==> config.mk <==
export PLATFORM = sky130hd
export DESIGN_NAME = lpc_div
export DESIGN_NICKNAME = d
export VERILOG_FILES = /design/src/design/lpc_pkg.sv /design/src/design/lpc_div.sv
export SDC_FILE = /design/constraint.sdc
export NUM_CORES = 1
export LEC_CHECK = 0
export BUFFER_PORTS_ARGS = -buffer_cell sky130_fd_sc_hd__buf_2
export CAP_MARGIN = 20
export CORE_MARGIN = 2
export CORE_UTILIZATION = 35
export DETAILED_ROUTE_END_ITERATION = 8
export PLACE_DENSITY = 0.6
export SLEW_MARGIN = 10
export SYNTH_ARGS = -nofsm -noshare
export SYNTH_HDL_FRONTEND = slang
export SYNTH_SLANG_ARGS = --single-unit
==> constraint.sdc <==
create_clock -name clk -period 2.95 [get_ports clk]
set_clock_uncertainty 0.2 [all_clocks]
set_input_delay 0.1475 -clock clk [delete_from_list [all_inputs] [get_ports clk]]
set_output_delay 0.1475 -clock clk [all_outputs]
set_load 0.01 [all_outputs]
==> src/design/lpc_pkg.sv <==
// ----------------------------------------------------------------------------
// lpc_pkg
// shared constants, codes and types of the leader point clusterer
// ----------------------------------------------------------------------------
package lpc_pkg;

  localparam int MAX_CLUSTERS_DEF = 64;
  localparam int COORD_BITS_DEF   = 16;

  localparam int OP_W       = 2;
  localparam int KIND_W     = 3;
  localparam int IDX_W      = 6;
  localparam int STAT_W     = 3;
  localparam int COUNT_W    = 7;
  localparam int THR_W      = 15;
  localparam int MINP_W     = 16;
  localparam int SIZE_W     = 16;
  localparam int CFG_IDX_W  = 2;
  localparam int CFG_DATA_W = 16;

  localparam logic [OP_W-1:0] OP_CLEAR = 2'd0;
  localparam logic [OP_W-1:0] OP_ADD   = 2'd1;
  localparam logic [OP_W-1:0] OP_READ  = 2'd2;

  localparam logic [STAT_W-1:0] ST_JOINED     = 3'd0;
  localparam logic [STAT_W-1:0] ST_NEW        = 3'd1;
  localparam logic [STAT_W-1:0] ST_DROPPED    = 3'd2;
  localparam logic [STAT_W-1:0] ST_IGNORED    = 3'd3;
  localparam logic [STAT_W-1:0] ST_READ_OK    = 3'd4;
  localparam logic [STAT_W-1:0] ST_READ_EMPTY = 3'd5;
  localparam logic [STAT_W-1:0] ST_CLEARED    = 3'd6;

  localparam logic [KIND_W-1:0] K_MEAN   = 3'd0;
  localparam logic [KIND_W-1:0] K_LAST   = 3'd1;
  localparam logic [KIND_W-1:0] K_LEFT   = 3'd2;
  localparam logic [KIND_W-1:0] K_RIGHT  = 3'd3;
  localparam logic [KIND_W-1:0] K_FRONT  = 3'd4;
  localparam logic [KIND_W-1:0] K_BACK   = 3'd5;
  localparam logic [KIND_W-1:0] K_BOTTOM = 3'd6;
  localparam logic [KIND_W-1:0] K_TOP    = 3'd7;

  localparam logic [CFG_IDX_W-1:0] CFG_NEAR     = 2'd0;
  localparam logic [CFG_IDX_W-1:0] CFG_CENTROID = 2'd1;
  localparam logic [CFG_IDX_W-1:0] CFG_MIN_PTS  = 2'd2;

  localparam logic [THR_W-1:0]  NEAR_RST     = 15'd26;
  localparam logic [THR_W-1:0]  CENTROID_RST = 15'd77;
  localparam logic [MINP_W-1:0] MIN_PTS_RST  = 16'd1;
  localparam logic [SIZE_W-1:0] SIZE_SAT     = 16'hFFFF;

  typedef struct packed {
    logic done;
    logic hit;
  } dist_res_t;

endpackage

==> src/design/lpc_div.sv <==
// ----------------------------------------------------------------------------
// lpc_div
// restoring divider, one quotient bit per cycle
// ----------------------------------------------------------------------------
module lpc_div #(
  parameter int NW = 18
) (
  input  logic                        clk,
  input  logic                        rst_n,
  input  logic                        start,
  input  logic [NW-1:0]               num,
  input  logic [lpc_pkg::SIZE_W-1:0]  den,
  output logic [NW-1:0]               quo,
  output logic                        done
);

  localparam int DEN_W = lpc_pkg::SIZE_W;
  localparam int CNT_W = $clog2(NW);

  logic [NW-1:0]    num_r;
  logic [DEN_W-1:0] rem_r;
  logic [CNT_W-1:0] cnt_r;
  logic             busy_r;
  logic             done_r;
  logic [DEN_W:0]   rem_sh;
  logic             ge;

  assign rem_sh = {rem_r, num_r[NW-1]};
  assign ge     = rem_sh >= {1'b0, den};

  always_ff @(posedge clk) begin
    if (!rst_n) begin
      busy_r <= 1'b0;
      done_r <= 1'b0;
      cnt_r  <= '0;
    end else if (start) begin
      num_r  <= num;
      rem_r  <= '0;
      cnt_r  <= '0;
      busy_r <= 1'b1;
      done_r <= 1'b0;
    end else if (busy_r) begin
      // remainder stays below den, so it fits in DEN_W bits
      rem_r <= ge ? DEN_W'(rem_sh - {1'b0, den}) : DEN_W'(rem_sh);
      num_r <= {num_r[NW-2:0], ge};
      cnt_r <= cnt_r + CNT_W'(1);
      if (cnt_r == CNT_W'(NW - 1)) begin
        busy_r <= 1'b0;
        done_r <= 1'b1;
      end
    end else begin
      done_r <= 1'b0;
    end
  end

  assign quo  = num_r;
  assign done = done_r;

endmodule

==> qor.csv <==
metric,value,unit
drive_gt1_share,28.2,%
ff2ff_path_depth,7,
die_h,92.9,µm
power_density,470,nW/µm²
cp_slowest_cell,ha_1,
finalSetupViolCount,0,
drt_iter0_markers,125,
synth_ff_type,edfxtp_1,
drc,0,
start_util,36.0,%
critPathRequiredTime,2810,ps
p_leak,0.00140,µW
area.growth.synth_to_final,24.0,%
synth_edf_count,34,
yosys_warnings,0,
avgSynthCellArea,10.2,µm²
firstDrtPassIters,4,
grt_pass1_vias,2354,
drtAntennaViolNets,0,
final_cell_mix,"buf_2 (55), edfxtp_1 (34), inv_1 (25)",
wl_per_cell,15.3,µm
hold_slack,39.1,ps
post_cts_buffers,0,
clk_latency,300,ps
cts_tree,built,
r2r-start,rem_r[11],
final-hold-violation-count,0,
syn_inst,271,
io_buffer_count,55,
hold_depth,3,
ios,56,
post-synth-top-area-fraction,36.9,%
path_depth,7,
final_common_cell,buf_2,
ir_drop,0.000252,V
grt_pass1_wl,11.2,mm
hp-class,in -> reg,
antenna_found_initial,0,
cp_max_fo,7,
cts_sinks,41,
cap_violations,0,
clk_pin_slew,90,ps
cp.buffers_inverters,0,
critical-path-max-stage-delay,420,ps
ys_seq_area_share,42.0,%
syn-cell-area,2770,µm²
min_to,cnt_r[4],
ys_ff_latch,41,
arrival,2700,ps
rows,32,
diodes,0,
via_per_inst,5.18,
track_usage,16.2,%
ff2ff_setup_slack,110,ps
slew_headroom,65.3,%
cp_top_family,compound AO/OA/AOI/OAI gates,
htree_levels,2,
nFillCells,726,
numCtsBuffers,5,
routed-via-count,2324,
crit_path_cell_trace,ha_1 -> a21oi_4 -> o21ai_1 -> nor4_2 -> a21o_2 -> nand2_1 -> mux2_2,
status,finished clean,
endpoint_kind,register,
slew_viol_final,0,
hp-start,rst_n,
cp-start-kind,register,
cts_buffer_depth,2,
fmax,352,MHz
nets,402,
cts_root_buf,clkbuf_8,
die_w,92.9,µm
worstMarginPinSlew,513,ps
rsz0062_at_grt,yes,
grt_max_degree,22,
yosysTopAreaCell,edfxtp_1,
dieArea,8630,µm²
syn-num-nets,327,
wl,6.85,mm
dpl.hpwl,4.68,mm
overflow,0,
synth_top_cells_by_area,"edfxtp_1 (37%), ha_1 (8.1%), mux2_2 (7.7%)",
critPathKind,reg -> reg,
synth_cell_types,55,
async_flop_share,0,%
gp_congestion,0.837,
layout_min_cycle_time,2840,ps
fin_crit_sh,96.3,%
coreArea,7690,µm²
crit-reg2reg-capture,quo[0],
fin_setup_tns,0,ps
-- power breakdown --
group / total, µW / switching [µW] / internal, µW
logic: 509 / 281 / 228
clock network: 393 / 225 / 167
registers: 711 / 25.8 / 685
-- cells by family (layout without fill, tap and decap cells) --
group	Yosys count	in the layout	synth area share, %
AO/OA/AOI/OAI	73	73	18.0
XOR/XNOR	11	11	3.48
adder cells (fa/ha/maj)	19	19	8.87
buffers and inverters	35	111	5.38
flip-flops	41	41	42.0
multiplexers	22	22	8.82
AND/OR/NAND/NOR	70	70	13.5
-- area by class of cell --
class	instances	area, µm²	share of cell area (%)
clock inverters	2	15.0	0.438
repair buffers	78	493	14.4
inverters	25	93.8	2.74
well taps	102	128	3.72
multi-input cells	195	1470	42.8
clock buffers	6	72.6	2.12
flip-flops and latches	41	1160	33.9
-- state kept, by name, indices dropped and copies added (netlist names) --
| name | count |
|---|---|
| cnt_r | 5 |
| done | 1 |
| quo | 18 |
| rem_r | 16 |
| busy_r | 1 |
-- layer usage --
metal | routed length (µm) | vias up | global-route usage [%]
met4 | 74 | 0 | 4.04
li1 | - | 1167 | -
met3 | 471 | 8 | 4.31
met5 | 0 | - | 0
met1 | 3200 | 1071 | 22.6
met2 | 3110 | 78 | 25.1
-- worst register-to-register path: stages (launching register included) --
cell and delay [ps]:
edfxtp_1 400, ha_1 420, a21oi_4 260, o21ai_1 130, nor4_2 410, a21o_2 280, nand2_1 180, mux2_2 320
-- synthesized netlist by cell type, types with 4 or more instances --
master,instances
mux2_2,19
o21ai_0,9
nand2_1,11
xor2_1,5
nand2b_1,6
nand4_1,6
ha_1,18
a21oi_1,19
nor2_1,15
inv_1,25
xnor2_1,6
clkbuf_1,4
nand3_1,12
dfxtp_1,7
nor3_1,8
a211oi_1,8
o211ai_1,4
edfxtp_1,34
o21a_1,4
-- through the flow --
stage          setup WS, ps  util, %  total power (µW)  std cells  area (µm²)
4_1_cts                 144     44.5              1610        449        3420
3_5_place_dp            170     41.0              1200        423        3150
2_1_floorplan           470        -              1080        271        2770
5_1_grt               -34.3     44.6              1700        449        3430
6_report                109     44.6              1610        449        3430
3_3_place_gp            227     41.0              1200        423        3150
-- worst max path at each step --
stage	start	to	slack, ps
5_1_grt	rem_r[11]	quo[0]	-30
6_report	rem_r[11]	quo[0]	110
3_5_place_dp	rem_r[11]	rem_r[15]	170
2_1_floorplan	quo[17]	rem_r[12]	470
3_3_place_gp	quo[17]	rem_r[12]	230
4_1_cts	rem_r[11]	rem_r[15]	140
-- what timing repair did --
item / in CTS / in global routing
endpoints found under the hold margin: 18 / 0
hold buffers: 18 / 0
resized for setup: 0 / 2
setup endpoints to repair: 0 / 8
No activity file was read; power rests on OpenSTA's default activity.
