--- config.mk ---
export PLATFORM = sky130hd
export DESIGN_NAME = lpc_dist
export DESIGN_NICKNAME = d
export VERILOG_FILES = /design/src/design/lpc_pkg.sv /design/src/design/lpc_dist.sv
export SDC_FILE = /design/constraint.sdc
export NUM_CORES = 1
export LEC_CHECK = 0
export ABC_AREA = 1
export BUFFER_PORTS_ARGS = -buffer_cell sky130_fd_sc_hd__clkbuf_2
export CORE_ASPECT_RATIO = 1.5
export CORE_MARGIN = 8
export CORE_UTILIZATION = 70
export CTS_BUF_LIST = sky130_fd_sc_hd__clkbuf_8
export DETAILED_ROUTE_END_ITERATION = 7
export PLACE_DENSITY = 0.9
export SETUP_SLACK_MARGIN = 0.3
export SLEW_MARGIN = 20
export SYNTH_ARGS = -nofsm -noshare
export SYNTH_HDL_FRONTEND = slang
export SYNTH_SLANG_ARGS = --single-unit
--- constraint.sdc ---
create_clock -name clk -period 14.37 [get_ports clk]
set_clock_uncertainty 0.05 [all_clocks]
set_input_delay 0.7185 -clock clk [delete_from_list [all_inputs] [get_ports clk]]
set_output_delay 0.7185 -clock clk [all_outputs]
set_load 0.02 [all_outputs]
--- src/design/lpc_pkg.sv ---
// ----------------------------------------------------------------------------
// lpc_pkg
// shared constants, codes and types of the leader point clusterer
// ----------------------------------------------------------------------------
package lpc_pkg;

  localparam int MAX_CLUSTERS_DEF = 64;
  localparam int COORD_BITS_DEF   = 16;

  localparam int OP_W       = 2;
  localparam int KIND_W     = 3;
  localparam int IDX_W      = 6;
  localparam int STAT_W     = 3;
  localparam int COUNT_W    = 7;
  localparam int THR_W      = 15;
  localparam int MINP_W     = 16;
  localparam int SIZE_W     = 16;
  localparam int CFG_IDX_W  = 2;
  localparam int CFG_DATA_W = 16;

  localparam logic [OP_W-1:0] OP_CLEAR = 2'd0;
  localparam logic [OP_W-1:0] OP_ADD   = 2'd1;
  localparam logic [OP_W-1:0] OP_READ  = 2'd2;

  localparam logic [STAT_W-1:0] ST_JOINED     = 3'd0;
  localparam logic [STAT_W-1:0] ST_NEW        = 3'd1;
  localparam logic [STAT_W-1:0] ST_DROPPED    = 3'd2;
  localparam logic [STAT_W-1:0] ST_IGNORED    = 3'd3;
  localparam logic [STAT_W-1:0] ST_READ_OK    = 3'd4;
  localparam logic [STAT_W-1:0] ST_READ_EMPTY = 3'd5;
  localparam logic [STAT_W-1:0] ST_CLEARED    = 3'd6;

  localparam logic [KIND_W-1:0] K_MEAN   = 3'd0;
  localparam logic [KIND_W-1:0] K_LAST   = 3'd1;
  localparam logic [KIND_W-1:0] K_LEFT   = 3'd2;
  localparam logic [KIND_W-1:0] K_RIGHT  = 3'd3;
  localparam logic [KIND_W-1:0] K_FRONT  = 3'd4;
  localparam logic [KIND_W-1:0] K_BACK   = 3'd5;
  localparam logic [KIND_W-1:0] K_BOTTOM = 3'd6;
  localparam logic [KIND_W-1:0] K_TOP    = 3'd7;

  localparam logic [CFG_IDX_W-1:0] CFG_NEAR     = 2'd0;
  localparam logic [CFG_IDX_W-1:0] CFG_CENTROID = 2'd1;
  localparam logic [CFG_IDX_W-1:0] CFG_MIN_PTS  = 2'd2;

  localparam logic [THR_W-1:0]  NEAR_RST     = 15'd26;
  localparam logic [THR_W-1:0]  CENTROID_RST = 15'd77;
  localparam logic [MINP_W-1:0] MIN_PTS_RST  = 16'd1;
  localparam logic [SIZE_W-1:0] SIZE_SAT     = 16'hFFFF;

  typedef struct packed {
    logic done;
    logic hit;
  } dist_res_t;

endpackage

--- src/design/lpc_dist.sv ---
// ----------------------------------------------------------------------------
// lpc_dist
// squared distance test on one shared multiplier: threshold, then dx, dy, dz
// ----------------------------------------------------------------------------
module lpc_dist #(
  parameter int COORD_BITS = 16
) (
  input  logic                          clk,
  input  logic                          rst_n,
  input  logic                          start,
  input  logic [3*COORD_BITS-1:0]       a,
  input  logic [3*COORD_BITS-1:0]       p,
  input  logic [lpc_pkg::THR_W-1:0]     thr,
  output lpc_pkg::dist_res_t            res
);

  localparam int DW = COORD_BITS + 1;
  localparam int MW = (DW > lpc_pkg::THR_W) ? DW : lpc_pkg::THR_W;
  localparam int AW = 2 * MW + 2;

  logic [3*COORD_BITS-1:0]   a_r;
  logic [lpc_pkg::THR_W-1:0] thr_r;
  logic [2:0]                cnt_r;
  logic                      busy_r;
  logic                      done_r;
  logic                      hit_r;
  logic [2*MW-1:0]           prod_r;
  logic [2*MW-1:0]           thr_sq_r;
  logic [AW-1:0]             acc_r;
  logic [MW-1:0]             opv;
  logic [AW-1:0]             acc_sum;

  logic signed [COORD_BITS-1:0] a_c [3];
  logic signed [COORD_BITS-1:0] p_c [3];
  logic signed [DW-1:0]         diff [3];
  logic [DW-1:0]                mag [3];

  for (genvar i = 0; i < 3; i++) begin : g_coord
    assign a_c[i]  = a_r[i*COORD_BITS +: COORD_BITS];
    assign p_c[i]  = p[i*COORD_BITS +: COORD_BITS];
    assign diff[i] = DW'(a_c[i]) - DW'(p_c[i]);
    assign mag[i]  = diff[i][DW-1] ? DW'(-diff[i]) : DW'(diff[i]);
  end

  always_comb begin
    case (cnt_r)
      3'd0:    opv = MW'(thr_r);
      3'd1:    opv = MW'(mag[0]);
      3'd2:    opv = MW'(mag[1]);
      3'd3:    opv = MW'(mag[2]);
      default: opv = '0;
    endcase
  end

  assign acc_sum = acc_r + AW'(prod_r);

  always_ff @(posedge clk) begin
    if (!rst_n) begin
      busy_r <= 1'b0;
      done_r <= 1'b0;
      cnt_r  <= '0;
    end else if (start) begin
      a_r    <= a;
      thr_r  <= thr;
      cnt_r  <= '0;
      busy_r <= 1'b1;
      done_r <= 1'b0;
    end else if (busy_r) begin
      prod_r <= opv * opv;
      cnt_r  <= cnt_r + 3'd1;
      case (cnt_r)
        3'd1: thr_sq_r <= prod_r;
        3'd2: acc_r    <= AW'(prod_r);
        3'd3: acc_r    <= acc_sum;
        3'd4: begin
          hit_r  <= acc_sum < AW'(thr_sq_r);
          done_r <= 1'b1;
          busy_r <= 1'b0;
        end
        default: ;
      endcase
    end else begin
      done_r <= 1'b0;
    end
  end

  assign res.done = done_r;
  assign res.hit  = hit_r;

endmodule

==> metrics.cfg <==
[status]
status=finished clean

[global_routing]
antenna_found_initial=1
grt_pass1_vias=20370
grt_max_degree=64
grt_overflow_total=0
grt_pass1_wl_um=94630
gr-usage-all-layers_pct=32.16

[clock_network]
clock_path_buffers=2
cts_buffers=17
post_cts_buffers=0
holdBufCountCts=0
cts_sinks=171
cts_max_level=4
ctsResizeCount=0
root_buffer=clkbuf_8
tritoncts=yes
path_clk_slew_ps=110
clock_latency_ps=530

[layout]
final_common_cell=nand2_1
final_cell_mix=689 x nand2_1, 554 x inv_1, 225 x ha_1
fin_nets=3403
drive_gt1_share_pct=9.747
syn_to_final_growth_pct=6.264
num-fill-cells=2352
insertedDiodeCount=0

[timing]
maxSlewViolCount=0
slew_headroom_pct=42.22
setup_tns_ps=0
finalHoldViolations=0
final.period_utilization_pct=67.86
fmax_mhz=102.5
tightest_slew_ps=865.7
rsz0062_at_grt=no
finalCriticalPeriod_ps=9752
setup_viol=0

[critical_path]
cp_slowest_cell=nand3_1
path_class=reg -> reg
end_kind=flip-flop
r2r-start=a_r[16]
critPathLaunchType=flip-flop
critPathMaxStageDelay_ps=620
cp_data_arrival_time_ps=10000
startpoint=a_r[16]
worst_ep_required_time_ps=14610
path_max_fanout=17
crit_top_cell=nand2_1

[die]
start_util_pct=70.30
pin_count=116
chipHeight_um=231.2
rows=79
die_area_um2=36870
coreArea_um2=30740
die_x_um=159.5

[yosys]
synth_ff_type=edfxtp_1
ys_types=59
syn_area_um2=21610
ys_warn_count=0
syn_avg_cell_area_um2=7.819
synth-seq-cells=171
postSynthCellCount=2764
synth_nets=3297
ys_seq_area_share_pct=23.53
synth_edf_count=166
async_flop_share_pct=0

[drt]
drt-pass1-iter-count=8
wire_per_inst_um=17.82
vias=18920
antenna_left=0
totalWireLength_um=58590
vias_per_cell=5.754
drcViolationCount=0
drt-initial-drc-count=1220

[placement]
gp_congestion=1.001
dp_hpwl_um=48050
io_buffers=115

[job]
drv_cap=0

[min_path]
holdCritPathClass=in -> reg
worstHoldStart=a[21]

-- sequential cells by signal, summed over array words and instances (netlist names) --
| register | cells |
|---|---|
| acc_r | 36 |
| hit_r | 1 |
| done_r | 1 |
| thr_sq_r | 33 |
| thr_r | 15 |
| busy_r | 1 |
| a_r | 48 |
| prod_r | 33 |
| cnt_r | 3 |
-- area by class of cell --
class / instances / area (um2) / area share (%)
Multi-Input combinational cell: 1960 / 14070 / 61.25
Inverter: 597 / 2243 / 9.768
Clock buffer: 17 / 234.0 / 1.019
Timing Repair Buffer: 123 / 635.6 / 2.768
Sequential cell: 171 / 5085 / 22.14
Tap cell: 405 / 506.7 / 2.206
Clock inverter: 15 / 195.2 / 0.8499
-- Yosys cell counts, types with 3 or more instances --
cell type,number,share of area (%)
nand3_1,148,3.4
o21a_1,9,0.31
a21o_1,7,0.24
buf_1,3,0.052
nand3_2,6,0.28
o21ai_1,11,0.25
nand2_2,28,0.81
nor2_1,206,3.6
nand4_1,24,0.69
o211ai_1,7,0.24
inv_1,556,9.7
a21oi_1,128,3.0
nor3_1,23,0.53
o21ai_2,4,0.16
nor4_1,3,0.087
and2_1,3,0.087
a31oi_1,22,0.64
edfxtp_1,166,23
xor2_1,48,1.9
fa_1,194,18
nand4_2,3,0.17
a211oi_1,4,0.14
nor2_4,6,0.31
clkbuf_1,11,0.19
ha_1,225,13
nor2_2,19,0.55
inv_2,38,0.66
a21oi_2,4,0.16
dfxtp_1,5,0.46
buf_6,6,0.31
xnor2_1,20,0.81
nand2_1,689,12
o21bai_1,5,0.17
o21ai_0,78,1.8
buf_4,10,0.35
buf_2,6,0.14
nand3b_1,11,0.38
-- worst max-delay path: cells and delay by family, from the launching register on --
family                   cells  cell delay (ps)
buffers and inverters       10             1240
flip-flops                   1              380
adder cells (fa/ha/maj)      9             4040
AO/OA/AOI/OAI                5             1630
AND/OR/NAND/NOR             17             2180
-- stage by stage --
stage,hold WS [ps],setup slack (ps),std cells,utilization [%],instance area [um2]
after floorplan,402.8,6287,2764,-,21610
after global placement,426.4,4608,3256,73.30,22530
after detailed placement,433.4,4539,3256,73.31,22540
after CTS,287.7,4897,3288,74.71,22970
after global routing,294.1,4137,3288,74.71,22970
final,301.5,4618,3288,74.71,22970
-- cell families after synthesis --
kind of cell    after synthesis  share of synthesized area (%)
buf+inv                     633                          11.42
flops                       171                          23.53
xor+xnor                     70                          2.906
fa+ha+maj                   419                          31.00
simple gates               1182                          23.62
compound gates              289                          7.526
-- per-layer routing --
metal | wire length, um | vias to the layer above | global-route usage [%]
li1 | - | 8918 | -
met1 | 18740 | 8828 | 28.73
met2 | 31230 | 846 | 61.32
met3 | 3600 | 325 | 6.056
met4 | 5006 | 2 | 26.91
met5 | 15 | - | 0
-- path summary, 6_finish.rpt --
path | endpoint | slack (ps) | cells after the start
max reg2reg | prod_r[33] | 4620 | 41
min | a_r[21] | 300 | 1
min reg2reg | thr_sq_r[6] | 440 | 0
max | prod_r[33] | 4620 | 41
Power is left out: the tool's default activity adds up to more than one toggle a clock period on the data nets, which glitch-free logic cannot reach.
